==> src/rtl/core/skt_pkg.sv <==
// Shared types, codes and constants for the sorted key table.
`default_nettype none

package skt_pkg;

    localparam int TABLE_DEPTH_DEF = 128;
    localparam int LVL_W           = 16;
    localparam int KEY_W           = 32;
    localparam int CNT_OUT_W       = 8;
    localparam logic [LVL_W-1:0] MAX_LEVEL_RST = 16'd100;

    localparam logic [1:0] OP_LOOKUP  = 2'd0;
    localparam logic [1:0] OP_INSERT  = 2'd1;
    localparam logic [1:0] OP_SHIFT   = 2'd2;
    localparam logic [1:0] OP_COMPACT = 2'd3;

    // cell commands
    localparam int CMD_W = 4;
    localparam logic [CMD_W-1:0] CMD_HOLD        = 4'd0;
    localparam logic [CMD_W-1:0] CMD_LOAD_SEARCH = 4'd1;
    localparam logic [CMD_W-1:0] CMD_LOAD_GOOD   = 4'd2;
    localparam logic [CMD_W-1:0] CMD_LOAD_EMPTY  = 4'd3;
    localparam logic [CMD_W-1:0] CMD_PASS        = 4'd4;
    localparam logic [CMD_W-1:0] CMD_INSERT      = 4'd5;
    localparam logic [CMD_W-1:0] CMD_SHIFT       = 4'd6;
    localparam logic [CMD_W-1:0] CMD_MARK        = 4'd7;
    localparam logic [CMD_W-1:0] CMD_SWEEP       = 4'd8;

    typedef struct packed {
        logic             vld;
        logic [LVL_W-1:0] lvl;
        logic [KEY_W-1:0] key;
    } ent_t;

    // prefix record: flag seen in window, and the first flagged entry's payload
    typedef struct packed {
        logic flg;
        ent_t ent;
    } pfx_t;

    typedef struct packed {
        logic [CMD_W-1:0] cmd;
        logic [LVL_W-1:0] lv;
        logic [KEY_W-1:0] nk;
        logic [LVL_W-1:0] amt;
        logic [LVL_W-1:0] max_lvl;
    } cell_ctl_t;

endpackage

`default_nettype wire

==> src/rtl/core/skt_cell.sv <==
// One table slot: entry storage plus a prefix-search stage.
`default_nettype none

module skt_cell
    import skt_pkg::*;
#(
    parameter int IDX    = 0,
    parameter int PASSES = 1,
    parameter int PW     = 1
)
(
    input  wire logic          clk,
    input  wire logic          rst_n,
    input  wire cell_ctl_t     ctl,
    input  wire logic [PW-1:0] pass,
    input  wire ent_t          left_ent,
    input  wire ent_t          right_ent,
    input  wire logic          left_pf,
    input  wire pfx_t          far_pfx [PASSES],
    output ent_t               ent,
    output pfx_t               pfx
);

    logic             vld_reg, vld_next;
    logic [LVL_W-1:0] lvl_reg, lvl_next;
    logic [KEY_W-1:0] key_reg, key_next;
    logic             flg_reg, flg_next;
    ent_t             pent_reg, pent_next;

    ent_t own;
    pfx_t sel;
    logic good;

    assign own = '{vld: vld_reg, lvl: lvl_reg, key: key_reg};
    assign ent = own;
    assign pfx = '{flg: flg_reg, ent: pent_reg};

    always_comb
    begin
        vld_next  = vld_reg;
        lvl_next  = lvl_reg;
        key_next  = key_reg;
        flg_next  = flg_reg;
        pent_next = pent_reg;
        sel       = far_pfx[pass];
        good      = vld_reg && (key_reg != '0) && (lvl_reg <= ctl.max_lvl);
        case (ctl.cmd)
            CMD_LOAD_SEARCH:
            begin
                flg_next  = !vld_reg || (lvl_reg >= ctl.lv);
                pent_next = own;
            end
            CMD_LOAD_GOOD:
            begin
                flg_next  = good;
                pent_next = own;
            end
            CMD_LOAD_EMPTY:
            begin
                // payload carries the slot index for the count search
                flg_next  = !vld_reg;
                pent_next = '{vld: 1'b0, lvl: LVL_W'(IDX), key: '0};
            end
            CMD_PASS:
            begin
                if (sel.flg)
                begin
                    flg_next  = 1'b1;
                    pent_next = sel.ent;
                end
            end
            CMD_INSERT:
            begin
                if (left_pf)
                begin
                    vld_next = left_ent.vld;
                    lvl_next = left_ent.lvl;
                    key_next = left_ent.key;
                end
                else if (flg_reg)
                begin
                    vld_next = 1'b1;
                    lvl_next = ctl.lv;
                    key_next = ctl.nk;
                end
            end
            CMD_SHIFT:
            begin
                if (flg_reg && vld_reg)
                    lvl_next = lvl_reg + ctl.amt;
            end
            CMD_MARK:
            begin
                // zero level survives only as the first kept entry
                vld_next = good && ((lvl_reg != '0) || !left_pf);
            end
            CMD_SWEEP:
            begin
                if (!vld_reg)
                begin
                    if (right_ent.vld)
                    begin
                        vld_next = 1'b1;
                        lvl_next = right_ent.lvl;
                        key_next = right_ent.key;
                    end
                end
                else if (!left_ent.vld)
                begin
                    vld_next = 1'b0;
                end
            end
            default:
            begin
                vld_next = vld_reg;
            end
        endcase
    end

    always_ff @(posedge clk or negedge rst_n)
    begin
        if (!rst_n)
        begin
            vld_reg <= 1'b0;
            flg_reg <= 1'b0;
        end
        else
        begin
            vld_reg <= vld_next;
            flg_reg <= flg_next;
        end
    end

    always_ff @(posedge clk)
    begin
        lvl_reg  <= lvl_next;
        key_reg  <= key_next;
        pent_reg <= pent_next;
    end

endmodule

`default_nettype wire

==> config.mk <==
export PLATFORM = sky130hd
export DESIGN_NAME = skt_cell
export DESIGN_NICKNAME = d
export VERILOG_FILES = /design/src/rtl/core/skt_pkg.sv /design/src/rtl/core/skt_cell.sv
export SDC_FILE = /design/constraint.sdc
export NUM_CORES = 1
export LEC_CHECK = 0
export BUFFER_PORTS_ARGS = -buffer_cell sky130_fd_sc_hd__buf_4
export CAP_MARGIN = 20
export CORE_MARGIN = 10
export CORE_UTILIZATION = 46
export DETAILED_ROUTE_END_ITERATION = 8
export PLACE_DENSITY = 0.81
export SYNTH_ARGS = -nofsm -noshare
export SYNTH_HDL_FRONTEND = slang
export SYNTH_SLANG_ARGS = --single-unit
==> constraint.sdc <==
create_clock -name clk -period 2.5 [get_ports clk]
set_input_delay 0.25 -clock clk [delete_from_list [all_inputs] [get_ports clk]]
set_output_delay 0.25 -clock clk [all_outputs]
set_load 0.005 [all_outputs]
==> results.yml <==
timing:
  clock_skew_ps: 11.4
  slew_viol_final: 0
  finalCriticalPeriod_ps: 2410
  rsz0062_at_grt: "false"
  fin_crit_sh: 0.966
  fin_ws_ps: 85.4
  max_freq_mhz: 414
  finalHoldViolations: 0
  finalSetupViolCount: 0
  timing.hold.ws_ps: 134
  tns_ps: 0
  max_slew.worst_pin.slew_ps: 582
  maxSlewHeadroom: 0.611
final_layout:
  final_cell_mix: "buf_4, edfxtp_1, o21ai_0"
  final_cells: 1122
  layout-drive-gt1-share: 0.423
  fin_nets: 1221
  final_common_cell: "buf_4"
  multi_input_area_um2: 3200
  largest_reg_flops: 49
  seqCellArea_um2: 2960
  fillers: 1140
  area_delta_synth_final_pct: 49.0
  n_antenna_cell: 0
floorplanning:
  dieArea_um2: 19100
  rows: 43
  die_x_um: 138
  ios: 335
  initial_core_util: 0.466
  core_um2: 13800
  die_h_um: 138
drt:
  ant_nets: 0
  routed_wl_mm: 25.7
  dr.pass1.iters: 5
  drt_iter0_markers: 556
  avgRoutedWirePerCell_um: 22.9
  vias: 6286
  post_drt_via_cell_ratio: 5.60
  drcViolationCount: 0
global_routing:
  grt_pass1_vias: 6264
  antenna_found_initial: 0
  grt_pass1_wl_mm: 37.8
  grt-ovfl-total: 0
  grt_max_degree: 61
  grtUsageTotal: 0.252
place:
  dp_hpwl_mm: 20.9
  dp_cells: 1104
  portBuffers: 333
  dp_slack_ps: 43.3
  gp_congestion: 0.908
yosys:
  synth_fa_ha_area_frac: 0.0947
  yosys.area.top_type: "edfxtp_1"
  synthesis.area_um2: 6420
  synth-seq-cells: 99
  synth_flop_cell: "edfxtp_1"
  synth_xor_area_frac: 0.0123
  synth_compound_area_frac: 0.203
  synth-edff-count: 97
  ys_seq_area_frac: 0.462
  syn_avg_cell_area_um2: 10.7
  async_reset_ff_frac: 0.0202
  synthTopCellsByArea: "edfxtp_1, ha_1, mux2i_1"
  synth_top_area_frac: 0.454
  synth_top_family_by_area: "compound AO/OA/AOI/OAI gates"
  synth-simple-area-share: 0.102
  ys_types: 60
  synth_mux_area_frac: 0.0813
  ys_warn_count: 0
  synth_nets: 882
  synthCells: 598
worst_setup_path:
  r2r-start: "lvl_reg[0]"
  cp.required_ps: 2600
  worst_setup_path_start_kind: "register"
  cp.arrival_ps: 2510
  path_cells: "ha_2 > inv_1 > fa_1 > nor2b_2 > o31ai_2 > o211ai_2 > a41oi_2 > xnor2_1 > a221o_1"
  cp_max_fo: 3
  rr_worst_depth: 9
  reg2reg_slack_ps: 90
  crit_slowest_cell: "fa_1"
  crit_type: "reg2reg"
  cp-end-kind: "register"
  critPathMaxStageDelay_ps: 410
  r2r-end: "lvl_reg[14]"
min_path:
  min_from: "left_ent[48]"
  min_path_cells: 3
  hp-class: "in2reg"
  hold_end: "vld_reg"
clock_network:
  cts_buffers: 9
  clkLatencyLatePin_ps: 350
  htree_levels: 3
  clk_pin_slew_worst_paths_ps: 80
  cts.sinks: 99
  tritoncts: "built"
  ctsRootBufferMaster: "clkbuf_16"
  cts.path.max_buffers: 2
job:
  drv_cap: 0
pwr:
  power_w: 0.00441
  p_per_area_nw_per_um2: 461
  ir_drop_mv: 0.344
  p_leak_nw: 4.43
outcome:
  status: "finished clean"
==> worst max-delay path: cells and delay by family, from the launching register on <==
family / cells / cell delay, ps
buffers and inverters: 1 / 60
and+or+nand+nor: 1 / 200
AOI/OAI and AO/OA: 4 / 750
xor gates and xnor gates: 1 / 140
DFF: 1 / 370
adders and majority gates: 2 / 630
==> worst max path at each step <==
stage	startpoint	endpoint	slack [ps]	cells after the start
2_1_floorplan	lvl_reg[9]	lvl_reg[14]	170	7
3_3_place_gp	lvl_reg[0]	lvl_reg[10]	100	9
3_5_place_dp	lvl_reg[0]	lvl_reg[10]	40	9
4_1_cts	lvl_reg[0]	lvl_reg[10]	10	9
5_1_grt	lvl_reg[0]	lvl_reg[14]	2	9
6_report	lvl_reg[0]	lvl_reg[14]	90	9
==> cells by family (layout without fill, tap and decap cells) <==
logic type               Yosys count  after routing
AO/OA/AOI/OAI                    185            185
XOR/XNOR                           9              9
adder cells (fa/ha/maj)           48             48
buffers and inverters             72            416
flip-flops                        99             99
multiplexers                      52             52
AND/OR/NAND/NOR                  133            133
==> per-layer routing <==
layer	vias up	GRT usage	part of all wire
li1	2978	-	-
met1	2956	0.291	0.39
met2	298	0.438	0.50
met3	54	0.0613	0.070
met4	0	0.0999	0.032
met5	-	0	0
==> timing repair <==
item,in CTS,in global routing
gates resized for setup,0,6
hold buffers,1,0
setup endpoints to repair,0,4
endpoints found under the hold margin,2,0
buffers inserted,0,1
==> power breakdown <==
| part | switching, W | total [W] | internal [W] |
|---|---|---|---|
| logic | 0.000488 | 0.00107 | 0.000586 |
| registers | 0.0000517 | 0.00198 | 0.00192 |
| clock network | 0.000664 | 0.00136 | 0.000694 |
| total | 0.00120 | 0.00441 | 0.00320 |
==> cells in the mapped netlist (all sizes together) (2+ instances only) <==
cell,number
a22oi,2
nor3,2
nor4b,3
buf,15
nor4,11
a22o,49
a32o,2
a221o,3
clkbuf,19
nand3,5
a31oi,5
o21a,4
xnor2,5
o211ai,4
o31ai,3
a211o,2
o221ai,5
ha,47
nand2,55
o21bai,2
nand4,7
nor2,29
a21oi,24
a211oi,3
a21o,3
and3,2
nand2b,3
edfxtp,97
dfrtp,2
xor2,4
a41oi,2
mux2i,51
nor2b,3
inv,38
a31o,2
nand3b,3
or2,2
and2,4
o21ai,62
==> area by class of cell <==
| cell class | instances | share of cell area |
|---|---|---|
| Multi-Input combinational cell | 427 | 0.335 |
| Sequential cell | 99 | 0.310 |
| Timing Repair Buffer | 362 | 0.287 |
| Clock buffer | 9 | 0.0236 |
| Tap cell | 180 | 0.0236 |
| Inverter | 38 | 0.0149 |
| Clock inverter | 7 | 0.00615 |
==> stage by stage <==
| stage | instance area [um^2] | util |
|---|---|---|
| 6_report | 9560 | 0.694 |
| 5_1_grt | 9560 | 0.694 |
| 4_1_cts | 9530 | 0.692 |
| 3_5_place_dp | 9240 | 0.671 |
| 3_3_place_gp | 9240 | 0.671 |
| 2_1_floorplan | 6430 | - |
Note: power is estimated with default switching activity, not from simulation.
